### src/rtl/lsgd_pkg.sv
// Package for the line sensor gray detector: constants, queue item and state types.
// It has no dependencies. Every other file of the block imports it.
package lsgd_pkg;

    localparam int HISTORY_DEPTH = 16;
    localparam int FRAC_BITS     = 16;
    localparam int LEVEL_W       = FRAC_BITS + 1;
    localparam int HIST_IDX_W    = $clog2(HISTORY_DEPTH);
    localparam int DIV_CNT_W     = $clog2(FRAC_BITS);
    localparam int SAMPLE_W      = 10;
    localparam int TIME_W        = 32;
    localparam int HOLD_W        = 16;
    localparam int COUNT_W       = 12;
    localparam int QUEUE_DEPTH   = 2;
    localparam int QUEUE_IDX_W   = $clog2(QUEUE_DEPTH);
    localparam int QUEUE_CNT_W   = $clog2(QUEUE_DEPTH + 1);
    localparam int CFG_INDEX_W   = 3;
    localparam int CFG_DATA_W    = LEVEL_W;

    localparam logic [LEVEL_W-1:0] ONE_Q     = {1'b1, {FRAC_BITS{1'b0}}};
    localparam logic [COUNT_W-1:0] COUNT_MAX = {COUNT_W{1'b1}};

    localparam logic [SAMPLE_W-1:0] TOP_RESET     = SAMPLE_W'(307);
    localparam logic [SAMPLE_W-1:0] BOTTOM_RESET  = SAMPLE_W'(102);
    localparam logic [LEVEL_W-1:0]  BAND_RESET    = LEVEL_W'(1966);
    localparam logic [LEVEL_W-1:0]  RISE_RESET    = LEVEL_W'(3277);
    localparam logic [COUNT_W-1:0]  SAMPLES_RESET = COUNT_W'(500);
    localparam logic [HOLD_W-1:0]   HOLD_RESET    = HOLD_W'(1000);

    typedef enum logic [CFG_INDEX_W-1:0] {
        CFG_LINE_TOP       = 3'd0,
        CFG_LINE_BOTTOM    = 3'd1,
        CFG_STABLE_BAND    = 3'd2,
        CFG_RISE_THRESHOLD = 3'd3,
        CFG_STABLE_SAMPLES = 3'd4,
        CFG_HOLD_MS        = 3'd5
    } lsgd_cfg_idx_t;

    typedef struct packed {
        logic [SAMPLE_W-1:0] line_top;
        logic [SAMPLE_W-1:0] line_bottom;
        logic [LEVEL_W-1:0]  stable_band;
        logic [LEVEL_W-1:0]  rise_threshold;
        logic [COUNT_W-1:0]  stable_samples;
        logic [HOLD_W-1:0]   hold_ms;
    } lsgd_cfg_t;

    typedef enum logic [1:0] {
        KIND_ZERO,
        KIND_ONE,
        KIND_DIVIDE
    } lsgd_kind_t;

    typedef struct packed {
        lsgd_kind_t          kind;
        logic [SAMPLE_W-1:0] num;
        logic [SAMPLE_W-1:0] den;
        logic [TIME_W-1:0]   time_ms;
    } lsgd_task_t;

    typedef enum logic [1:0] {
        BK_IDLE,
        BK_DIV,
        BK_UPDATE
    } lsgd_back_state_t;

endpackage

### src/rtl/lsgd_stream_if.sv
// Valid/ready channel interfaces for the input items and the result items.
// Depends on lsgd_pkg for the field widths.
interface lsgd_in_if import lsgd_pkg::*; ();
    logic                valid;
    logic                ready;
    logic [SAMPLE_W-1:0] sample;
    logic [TIME_W-1:0]   time_ms;

    modport source (output valid, output sample, output time_ms, input ready);
    modport sink (input valid, input sample, input time_ms, output ready);
endinterface

interface lsgd_out_if import lsgd_pkg::*; ();
    logic               valid;
    logic               ready;
    logic [LEVEL_W-1:0] level;
    logic               gray_found;
    logic               armed;

    modport source (output valid, output level, output gray_found, output armed,
                    input ready);
    modport sink (input valid, input level, input gray_found, input armed,
                  output ready);
endinterface

### src/rtl/line_sensor_gray_detector_core.sv
// Top level of the line sensor gray detector: configuration registers and wiring.
// Depends on lsgd_pkg, lsgd_stream_if, lsgd_front, lsgd_queue and lsgd_back.
//
// Each input item carries a 10-bit light sample and a millisecond timestamp; each
// yields exactly one result item with the Q1.16 level, the gray flag and the armed
// flag. Both channels use valid/ready and an item moves when both are high.
// Configuration is written through cfg_we, cfg_index and cfg_data; the user must
// do so only while no item is in flight, as the block does not enforce it.
// Indexes six and seven are ignored. A sample that lands strictly between bottom
// and top goes through a serial divider that produces one quotient bit per cycle,
// so the back end takes the task, runs 16 divide steps and then the update.
// Samples that clamp to zero or one go from taking the task straight to the update.
// A two-entry queue lets the front end keep accepting items while the divider
// works, and the result register lets the back end start the next item while a
// result waits on a stalled receiver.
// Reset clears the history ring, the stability state, the queue and the result
// valid, gray and armed flags, and restores the default calibration.
module line_sensor_gray_detector_core import lsgd_pkg::*; (
    input  logic                   clk,
    input  logic                   rst_n,
    lsgd_in_if.sink                in,
    lsgd_out_if.source             out,
    input  logic                   cfg_we,
    input  logic [CFG_INDEX_W-1:0] cfg_index,
    input  logic [CFG_DATA_W-1:0]  cfg_data
);

    lsgd_cfg_t  cfg_reg;
    lsgd_cfg_t  cfg_next;
    logic       push_valid;
    logic       push_ready;
    lsgd_task_t push_data;
    logic       pop_valid;
    logic       pop_ready;
    lsgd_task_t pop_data;

    always_comb
    begin
        cfg_next = cfg_reg;
        if (cfg_we)
        begin
            unique case (cfg_index)
                CFG_LINE_TOP:       cfg_next.line_top       = cfg_data[SAMPLE_W-1:0];
                CFG_LINE_BOTTOM:    cfg_next.line_bottom    = cfg_data[SAMPLE_W-1:0];
                CFG_STABLE_BAND:    cfg_next.stable_band    = cfg_data[LEVEL_W-1:0];
                CFG_RISE_THRESHOLD: cfg_next.rise_threshold = cfg_data[LEVEL_W-1:0];
                CFG_STABLE_SAMPLES: cfg_next.stable_samples = cfg_data[COUNT_W-1:0];
                CFG_HOLD_MS:        cfg_next.hold_ms        = cfg_data[HOLD_W-1:0];
                default:            cfg_next = cfg_reg;
            endcase
        end
    end

    always_ff @(posedge clk or negedge rst_n)
    begin
        if (!rst_n)
        begin
            cfg_reg.line_top       <= TOP_RESET;
            cfg_reg.line_bottom    <= BOTTOM_RESET;
            cfg_reg.stable_band    <= BAND_RESET;
            cfg_reg.rise_threshold <= RISE_RESET;
            cfg_reg.stable_samples <= SAMPLES_RESET;
            cfg_reg.hold_ms        <= HOLD_RESET;
        end
        else
        begin
            cfg_reg <= cfg_next;
        end
    end

    lsgd_front u_front (
        .in         (in),
        .cfg        (cfg_reg),
        .push_valid (push_valid),
        .push_ready (push_ready),
        .push_data  (push_data)
    );

    lsgd_queue u_queue (
        .clk        (clk),
        .rst_n      (rst_n),
        .push_valid (push_valid),
        .push_ready (push_ready),
        .push_data  (push_data),
        .pop_valid  (pop_valid),
        .pop_ready  (pop_ready),
        .pop_data   (pop_data)
    );

    lsgd_back u_back (
        .clk       (clk),
        .rst_n     (rst_n),
        .cfg       (cfg_reg),
        .pop_valid (pop_valid),
        .pop_ready (pop_ready),
        .pop_data  (pop_data),
        .out       (out)
    );

    // An accepted item is waiting in the queue on the next cycle.
    a_accept_queued: assert property (@(posedge clk) disable iff (!rst_n)
        (in.valid && in.ready) |=> pop_valid)
        else $error("accepted item missing from queue");

    // The normalized level never exceeds one.
    a_level_range: assert property (@(posedge clk) disable iff (!rst_n)
        out.valid |-> (out.level <= ONE_Q))
        else $error("result level above full scale");

    // A new result is only loaded once the previous one has been taken.
    a_no_overwrite: assert property (@(posedge clk) disable iff (!rst_n)
        (out.valid && !out.ready) |=> $stable(out.level))
        else $error("pending result overwritten");

endmodule

### src/rtl/lsgd_front.sv
// Front end: accepts input items and sorts each into a zero, full-scale or divide task.
// Depends on lsgd_pkg and lsgd_in_if.
module lsgd_front import lsgd_pkg::*; (
    lsgd_in_if.sink          in,
    input  lsgd_cfg_t        cfg,
    output logic             push_valid,
    input  logic             push_ready,
    output lsgd_task_t       push_data
);

    logic signed [SAMPLE_W:0] num_raw;
    logic signed [SAMPLE_W:0] den_raw;
    logic signed [SAMPLE_W:0] num_abs;
    logic signed [SAMPLE_W:0] den_abs;

    assign num_raw = $signed({1'b0, in.sample}) - $signed({1'b0, cfg.line_bottom});
    assign den_raw = $signed({1'b0, cfg.line_top}) - $signed({1'b0, cfg.line_bottom});

    always_comb
    begin
        if (den_raw < 0)
        begin
            num_abs = -num_raw;
            den_abs = -den_raw;
        end
        else
        begin
            num_abs = num_raw;
            den_abs = den_raw;
        end
    end

    always_comb
    begin
        push_data.num     = num_abs[SAMPLE_W-1:0];
        push_data.den     = den_abs[SAMPLE_W-1:0];
        push_data.time_ms = in.time_ms;
        if (den_raw == 0 || num_abs <= 0)
        begin
            push_data.kind = KIND_ZERO;
        end
        else if (num_abs >= den_abs)
        begin
            push_data.kind = KIND_ONE;
        end
        else
        begin
            push_data.kind = KIND_DIVIDE;
        end
    end

    assign push_valid = in.valid;
    assign in.ready   = push_ready;

endmodule

### src/rtl/lsgd_queue.sv
// Short task queue that decouples the front end from the back end.
// Depends on lsgd_pkg for the task type and depth.
module lsgd_queue import lsgd_pkg::*; (
    input  logic       clk,
    input  logic       rst_n,
    input  logic       push_valid,
    output logic       push_ready,
    input  lsgd_task_t push_data,
    output logic       pop_valid,
    input  logic       pop_ready,
    output lsgd_task_t pop_data
);

    lsgd_task_t             slot_reg [QUEUE_DEPTH];
    logic [QUEUE_IDX_W-1:0] wr_ptr_reg;
    logic [QUEUE_IDX_W-1:0] wr_ptr_next;
    logic [QUEUE_IDX_W-1:0] rd_ptr_reg;
    logic [QUEUE_IDX_W-1:0] rd_ptr_next;
    logic [QUEUE_CNT_W-1:0] count_reg;
    logic [QUEUE_CNT_W-1:0] count_next;
    logic                   do_push;
    logic                   do_pop;

    assign push_ready = (count_reg != QUEUE_CNT_W'(QUEUE_DEPTH));
    assign pop_valid  = (count_reg != '0);
    assign pop_data   = slot_reg[rd_ptr_reg];
    assign do_push    = push_valid && push_ready;
    assign do_pop     = pop_valid && pop_ready;

    always_comb
    begin
        wr_ptr_next = wr_ptr_reg;
        rd_ptr_next = rd_ptr_reg;
        count_next  = count_reg;
        if (do_push)
        begin
            wr_ptr_next = (wr_ptr_reg == QUEUE_IDX_W'(QUEUE_DEPTH - 1)) ? '0
                          : wr_ptr_reg + 1'b1;
        end
        if (do_pop)
        begin
            rd_ptr_next = (rd_ptr_reg == QUEUE_IDX_W'(QUEUE_DEPTH - 1)) ? '0
                          : rd_ptr_reg + 1'b1;
        end
        if (do_push && !do_pop)
        begin
            count_next = count_reg + 1'b1;
        end
        else if (do_pop && !do_push)
        begin
            count_next = count_reg - 1'b1;
        end
    end

    always_ff @(posedge clk or negedge rst_n)
    begin
        if (!rst_n)
        begin
            wr_ptr_reg <= '0;
            rd_ptr_reg <= '0;
            count_reg  <= '0;
        end
        else
        begin
            wr_ptr_reg <= wr_ptr_next;
            rd_ptr_reg <= rd_ptr_next;
            count_reg  <= count_next;
        end
    end

    always_ff @(posedge clk)
    begin
        if (do_push)
        begin
            slot_reg[wr_ptr_reg] <= push_data;
        end
    end

endmodule

### src/rtl/lsgd_back.sv
// Back end: serial divider, history ring, stability counter, gray detection
// and the result register. Depends on lsgd_pkg and lsgd_out_if.
module lsgd_back import lsgd_pkg::*; (
    input  logic        clk,
    input  logic        rst_n,
    input  lsgd_cfg_t   cfg,
    input  logic        pop_valid,
    output logic        pop_ready,
    input  lsgd_task_t  pop_data,
    lsgd_out_if.source  out
);

    lsgd_back_state_t state_reg;
    lsgd_back_state_t state_next;

    logic [LEVEL_W-1:0]    level_reg;
    logic [LEVEL_W-1:0]    level_next;
    logic [SAMPLE_W-1:0]   rem_reg;
    logic [SAMPLE_W-1:0]   rem_next;
    logic [SAMPLE_W-1:0]   den_reg;
    logic [SAMPLE_W-1:0]   den_next;
    logic [DIV_CNT_W-1:0]  step_reg;
    logic [DIV_CNT_W-1:0]  step_next;
    logic [TIME_W-1:0]     time_reg;
    logic [TIME_W-1:0]     time_next;

    logic [LEVEL_W-1:0]    hist_reg [HISTORY_DEPTH];
    logic [HIST_IDX_W-1:0] wpos_reg;
    logic [HIST_IDX_W-1:0] wpos_next;
    logic [COUNT_W-1:0]    count_reg;
    logic [COUNT_W-1:0]    count_next;
    logic                  flag_reg;
    logic                  flag_next;
    logic [TIME_W-1:0]     found_reg;
    logic [TIME_W-1:0]     found_next;

    logic                  out_valid_reg;
    logic                  out_valid_next;
    logic [LEVEL_W-1:0]    out_level_reg;
    logic                  out_gray_reg;
    logic                  out_gray_next;
    logic                  out_armed_reg;

    logic                  take;
    logic                  div_step;
    logic                  commit;
    logic                  out_free;
    logic                  div_last;

    logic [SAMPLE_W:0]         rem_shift;
    logic                      rem_ge;
    logic [LEVEL_W-1:0]        old_level;
    logic signed [LEVEL_W:0]   diff;
    logic signed [LEVEL_W:0]   diff_abs;
    logic [LEVEL_W-1:0]        mag;
    logic [TIME_W-1:0]         elapsed;
    logic [TIME_W-1:0]         hold_ext;
    logic                      flag_mid;

    assign out_free = !out_valid_reg || out.ready;
    assign div_last = (step_reg == DIV_CNT_W'(FRAC_BITS - 1));

    always_comb
    begin
        state_next = state_reg;
        unique case (state_reg)
            BK_IDLE:
            begin
                if (pop_valid)
                begin
                    state_next = (pop_data.kind == KIND_DIVIDE) ? BK_DIV : BK_UPDATE;
                end
            end
            BK_DIV:
            begin
                if (div_last)
                begin
                    state_next = BK_UPDATE;
                end
            end
            BK_UPDATE:
            begin
                if (out_free)
                begin
                    state_next = BK_IDLE;
                end
            end
            default:
            begin
                state_next = BK_IDLE;
            end
        endcase
    end

    always_comb
    begin
        pop_ready = 1'b0;
        div_step  = 1'b0;
        commit    = 1'b0;
        unique case (state_reg)
            BK_IDLE:   pop_ready = 1'b1;
            BK_DIV:    div_step  = 1'b1;
            BK_UPDATE: commit    = out_free;
            default:   pop_ready = 1'b0;
        endcase
    end

    assign take = pop_valid && pop_ready;

    // One quotient bit per cycle; during a division the remainder stays below the divisor.
    assign rem_shift = {rem_reg, 1'b0};
    assign rem_ge    = (rem_shift >= {1'b0, den_reg});

    always_comb
    begin
        level_next = level_reg;
        rem_next   = rem_reg;
        den_next   = den_reg;
        step_next  = step_reg;
        time_next  = time_reg;
        if (take)
        begin
            level_next = (pop_data.kind == KIND_ONE) ? ONE_Q : '0;
            rem_next   = pop_data.num;
            den_next   = pop_data.den;
            step_next  = '0;
            time_next  = pop_data.time_ms;
        end
        else if (div_step)
        begin
            level_next = {level_reg[LEVEL_W-2:0], rem_ge};
            rem_next   = rem_ge ? SAMPLE_W'(rem_shift - {1'b0, den_reg})
                                : rem_shift[SAMPLE_W-1:0];
            step_next  = step_reg + 1'b1;
        end
    end

    assign old_level = hist_reg[(wpos_reg == HIST_IDX_W'(HISTORY_DEPTH - 1)) ? '0
                                : wpos_reg + 1'b1];
    assign diff      = $signed({1'b0, level_reg}) - $signed({1'b0, old_level});
    assign diff_abs  = (diff < 0) ? -diff : diff;
    assign mag       = diff_abs[LEVEL_W-1:0];
    assign elapsed   = time_reg - found_reg;
    assign hold_ext  = {{(TIME_W - HOLD_W){1'b0}}, cfg.hold_ms};

    always_comb
    begin
        count_next    = count_reg;
        flag_mid      = flag_reg;
        flag_next     = flag_reg;
        found_next    = found_reg;
        out_gray_next = out_gray_reg;
        wpos_next     = wpos_reg;
        if (commit)
        begin
            if (!flag_reg && mag <= cfg.stable_band)
            begin
                if (count_reg != COUNT_MAX)
                begin
                    count_next = count_reg + 1'b1;
                end
                if (count_next > cfg.stable_samples)
                begin
                    flag_mid = 1'b1;
                end
            end
            else
            begin
                count_next = '0;
            end
            flag_next = flag_mid;
            if (elapsed > hold_ext && flag_mid
                && diff > $signed({1'b0, cfg.rise_threshold}))
            begin
                found_next    = time_reg;
                out_gray_next = 1'b1;
                flag_next     = 1'b0;
            end
            else
            begin
                out_gray_next = (elapsed < hold_ext);
            end
            wpos_next = (wpos_reg == HIST_IDX_W'(HISTORY_DEPTH - 1)) ? '0
                        : wpos_reg + 1'b1;
        end
    end

    always_comb
    begin
        out_valid_next = out_valid_reg;
        if (commit)
        begin
            out_valid_next = 1'b1;
        end
        else if (out.ready)
        begin
            out_valid_next = 1'b0;
        end
    end

    always_ff @(posedge clk or negedge rst_n)
    begin
        if (!rst_n)
        begin
            state_reg     <= BK_IDLE;
            wpos_reg      <= '0;
            count_reg     <= '0;
            flag_reg      <= 1'b0;
            found_reg     <= '0;
            out_valid_reg <= 1'b0;
            out_gray_reg  <= 1'b0;
            out_armed_reg <= 1'b0;
            for (int i = 0; i < HISTORY_DEPTH; i++)
            begin
                hist_reg[i] <= '0;
            end
        end
        else
        begin
            state_reg     <= state_next;
            wpos_reg      <= wpos_next;
            count_reg     <= count_next;
            flag_reg      <= flag_next;
            found_reg     <= found_next;
            out_valid_reg <= out_valid_next;
            out_gray_reg  <= out_gray_next;
            if (commit)
            begin
                hist_reg[wpos_reg] <= level_reg;
                out_armed_reg      <= flag_next;
            end
        end
    end

    always_ff @(posedge clk)
    begin
        level_reg <= level_next;
        rem_reg   <= rem_next;
        den_reg   <= den_next;
        step_reg  <= step_next;
        time_reg  <= time_next;
        if (commit)
        begin
            out_level_reg <= level_reg;
        end
    end

    assign out.valid      = out_valid_reg;
    assign out.level      = out_level_reg;
    assign out.gray_found = out_gray_reg;
    assign out.armed      = out_armed_reg;

endmodule

### src/flat_wrapper.sv
// flat-port wrapper written by rule: the top's interface ports become plain ports
module line_sensor_gray_detector_core_flat import lsgd_pkg::*;
  (clk, rst_n, cfg_we, cfg_index, cfg_data, in_valid, in_sample, in_time_ms, in_ready, out_valid, out_level, out_gray_found, out_armed, out_ready);
  lsgd_in_if in_i ();
  lsgd_out_if out_i ();
  input  logic clk;
  input  logic rst_n;
  input  logic cfg_we;
  input  logic [CFG_INDEX_W-1:0] cfg_index;
  input  logic [CFG_DATA_W-1:0] cfg_data;
  input wire logic [$bits(in_i.valid)-1:0] in_valid;
  input wire logic [$bits(in_i.sample)-1:0] in_sample;
  input wire logic [$bits(in_i.time_ms)-1:0] in_time_ms;
  output wire logic [$bits(in_i.ready)-1:0] in_ready;
  output wire logic [$bits(out_i.valid)-1:0] out_valid;
  output wire logic [$bits(out_i.level)-1:0] out_level;
  output wire logic [$bits(out_i.gray_found)-1:0] out_gray_found;
  output wire logic [$bits(out_i.armed)-1:0] out_armed;
  input wire logic [$bits(out_i.ready)-1:0] out_ready;
  assign in_i.valid = in_valid;
  assign in_i.sample = in_sample;
  assign in_i.time_ms = in_time_ms;
  assign in_ready = in_i.ready;
  assign out_valid = out_i.valid;
  assign out_level = out_i.level;
  assign out_gray_found = out_i.gray_found;
  assign out_armed = out_i.armed;
  assign out_i.ready = out_ready;
  line_sensor_gray_detector_core u_core (.clk(clk), .rst_n(rst_n), .in(in_i), .out(out_i), .cfg_we(cfg_we), .cfg_index(cfg_index), .cfg_data(cfg_data));
endmodule
### config.mk
export PLATFORM = sky130hd
export DESIGN_NAME = line_sensor_gray_detector_core_flat
export DESIGN_NICKNAME = d
export VERILOG_FILES = /design/src/rtl/lsgd_pkg.sv /design/src/rtl/lsgd_stream_if.sv /design/src/rtl/line_sensor_gray_detector_core.sv /design/src/rtl/lsgd_front.sv /design/src/rtl/lsgd_queue.sv /design/src/rtl/lsgd_back.sv /design/src/flat_wrapper.sv
export SDC_FILE = /design/constraint.sdc
export NUM_CORES = 1
export LEC_CHECK = 0
export BUFFER_PORTS_ARGS = -buffer_cell sky130_fd_sc_hd__buf_2
export CORE_MARGIN = 5
export CORE_UTILIZATION = 55
export DETAILED_ROUTE_END_ITERATION = 10
export MAX_ROUTING_LAYER = met4
export PLACE_DENSITY = 0.69
export SLEW_MARGIN = 25
export SYNTH_ARGS = -nofsm -noshare
export SYNTH_HDL_FRONTEND = slang
export SYNTH_HIERARCHICAL = 1
export SYNTH_SLANG_ARGS = --single-unit
### constraint.sdc
create_clock -name clk -period 11.7 [get_ports clk]
set_input_delay 2.34 -clock clk [delete_from_list [all_inputs] [get_ports clk]]
set_output_delay 2.34 -clock clk [all_outputs]
set_load 0.01 [all_outputs]
==> results.json <==
{
  "max-clock-path-buffers": 3,
  "rsz0062_at_grt": "false",
  "vias": 20610,
  "min_to": "u_core/u_back/hist_reg[205]",
  "drtPass1Iterations": 5,
  "start_kind": "flip-flop",
  "h-tree-depth": 3,
  "worst_slack_ns": 1.971,
  "wl_um": 77140,
  "critPathKind": "flip-flop to flip-flop",
  "yosysWarnings": 6,
  "routabilityCongestion": 0.8837,
  "cp_num_cells": 27,
  "cts_resized": 0,
  "finalCriticalPeriod_ns": 9.729,
  "timing.final.crit_share": 0.8316,
  "cap_violations": 0,
  "wl_per_cell_um": 22.46,
  "seq_area_um2": 16260,
  "cts_buffers": 66,
  "synthDistinctLibCells": 108,
  "grt_pass1_vias": 21300,
  "port_buffers": 87,
  "reg2reg_to": "u_core/u_back/found_reg[31]",
  "crit_fanout": 18,
  "postLayoutCellArea_um2": 36180,
  "largest_register_ffs": 272,
  "grt_use_total": 0.2455,
  "worst_ep_required_time_ns": 12.19,
  "skew_ns": 0.01903,
  "run_status": "finished clean",
  "die_x_um": 254.5,
  "grt_antenna_before_repair": 0,
  "synth-edff-count": 194,
  "design.core.area_um2": 59130,
  "crit_top_cell": "ha_1",
  "hold-path-cell-count": 2,
  "num_rows": 89,
  "fillers": 4521,
  "multi_input_area_um2": 15150,
  "grt_max_degree": 172,
  "path_delay_family": "compound AO/OA/AOI/OAI gates",
  "cts.sinks": 610,
  "critPathBufInv": 3,
  "ant_nets": 0,
  "post_cts_buffers": 0,
  "synthFlopType": "dfrtp_1",
  "fmax_mhz": 102.8,
  "clk_latency_ns": 0.61,
  "insertedDiodeCount": 0,
  "die_h_um": 254.5,
  "slowest_delay_ns": 0.83,
  "dpl.hpwl_um": 53300,
  "stdcell_count": 3435,
  "ctsHoldBuffers": 0,
  "die-area_um2": 64790,
  "worst_slew_pin_slew_ns": 1.113,
  "io_pins": 88,
  "clockRootBuffer": "clkbuf_16",
  "r2r_start": "u_core/u_back/wpos_reg[0]",
  "syn_avg_cell_area_um2": 12.82,
  "cts.clk_slew.worst_paths_ns": 0.06,
  "worstHoldPathType": "flip-flop to flip-flop",
  "async_flop_share": 0.6754,
  "drv_slew": 0,
  "r2r_setup_slack_ns": 1.97,
  "crit_path_end_kind": "flip-flop",
  "min-delay-start": "u_core/u_back/hist_reg[205]",
  "fin_nets": 2843,
  "r2r_cells": 27,
  "syn_nets": 2798,
  "cts_tree": "done",
  "slew_headroom": 0.2560,
  "placedCellCount": 3312,
  "finalHoldViolCount": 0,
  "drc": 0,
  "syn2layout_area_growth_pct": 9.990,
  "pre_cts_slack_ns": 2.034,
  "placed_cell_area_um2": 33760,
  "setup_violations": 0,
  "gr-total-overflow": 0,
  "layout-drive-gt1-share": 0.3062,
  "grt_first_pass_wirelength_um": 121300,
  "start_util": 0.5562,
  "fin_setup_tns_ns": 0,
  "arrival_ns": 10.22,
  "viasPerCell": 6.000,
  "syn_area_um2": 32890,
  "drt-initial-drc-count": 1440,
  "synth-seq-cells": 610,
  "crit_slowest_cell": "o31ai_2",
  "netlist_instances": 2565,
  "ys_seq_area_frac": 0.4944
}
[metrics by stage]
stage | hold slack, ns | utilization
final | 0.4780 | 0.6118
after floorplan | 0.4264 | -
after global placement | 0.4581 | 0.5701
after CTS | 0.4802 | 0.6103
after global routing | 0.5009 | 0.6118
after detailed placement | 0.4674 | 0.5710
[Yosys cell counts, drive strengths merged (11+ instances only)]
master,n,share of area
mux2,410,0.15
dfrtp,376,0.29
edfxtp,194,0.18
inv,187,0.021
ha,161,0.061
nand2,149,0.017
o21ai,101,0.016
nor2,97,0.011
a21oi,92,0.016
mux4,85,0.058
buf,69,0.018
clkbuf,69,0.0082
xnor2,46,0.012
xor2,44,0.012
a21o,39,0.0089
nor3,39,0.0061
dfstp,36,0.029
nand4,29,0.0057
o21a,29,0.0066
nand3,28,0.0043
nor2b,22,0.0042
and2,16,0.0030
o211ai,15,0.0034
and3,14,0.0027
a211oi,12,0.0029
mux2i,12,0.0037
nand2b,12,0.0023
a31oi,11,0.0021
a32o,11,0.0033
o31ai,11,0.0035
[worst max path at each step]
stage / start / end / slack [ns]
floorplan: u_core/u_back/wpos_reg[0] / u_core/u_back/found_reg[10] / 4.12
global placement: u_core/u_back/wpos_reg[0] / u_core/u_back/found_reg[31] / 1.85
detailed placement: u_core/u_back/wpos_reg[0] / u_core/u_back/found_reg[31] / 2.03
CTS: u_core/u_back/wpos_reg[0] / u_core/u_back/found_reg[31] / 2.04
global route: u_core/u_back/wpos_reg[0] / u_core/u_back/found_reg[31] / 1.29
finish: u_core/u_back/wpos_reg[0] / u_core/u_back/found_reg[31] / 1.97
[layer usage]
metal | GRT usage | part of all wire | up-vias
met5 | - | 0 | -
met4 | 0.06211 | 0.020 | 0
met3 | 0.04181 | 0.054 | 109
met2 | 0.3864 | 0.47 | 461
met1 | 0.3380 | 0.45 | 10540
li1 | - | - | 9503
[kinds of logic (layout without fill, tap and decap cells)]
group	Yosys count	after routing	synth area share
multiplexers	507	507	0.2112
AND/OR/NAND/NOR	460	460	0.07060
buffers and inverters	325	422	0.04782
flip-flops	610	610	0.4944
XOR/XNOR	90	90	0.02419
AO/OA/AOI/OAI	407	407	0.08746
adder cells (fa/ha/maj)	166	166	0.06429
[worst min-delay path, delay by kind of cell, from the launching register on]
family,cells,cell delay [ns]
AO/OA/AOI/OAI,1,0.06
flip-flops,1,0.34
AND/OR/NAND/NOR,1,0.04
[layout by cell type (no fill, tap or decap), drive strengths merged, types with 6 or more instances in the layout]
cell type and n:
mux2 410, dfrtp 376, edfxtp 194, inv 190
ha 161, nand2 149, buf 115, o21ai 101
nor2 97, a21oi 92, clkbuf 86, mux4 85
xnor2 46, xor2 44, a21o 39, nor3 39
dfstp 36, o21a 29, nand4 29, nand3 28
nor2b 22, clkinv 18, and2 16, o211ai 15
and3 14, nand2b 12, mux2i 12, a211oi 12
a32o 11, a31oi 11, o31ai 11, o2111ai 10
or3 10, bufinv 9, nor4 9, a21boi 8
nor3b 7, a2111oi 7, a41oi 6, o311ai 6
[layout make-up]
type | count | area share
Sequential cell | 610 | 0.4496
Tap cell | 773 | 0.02674
Clock buffer | 86 | 0.05081
Inverter | 187 | 0.01947
Timing Repair Buffer | 115 | 0.02103
Clock inverter | 34 | 0.01345
Multi-Input combinational cell | 1630 | 0.4189
Power is not shown: default switching activity piles up to over one toggle a cycle in this logic, so the estimate is an artifact.
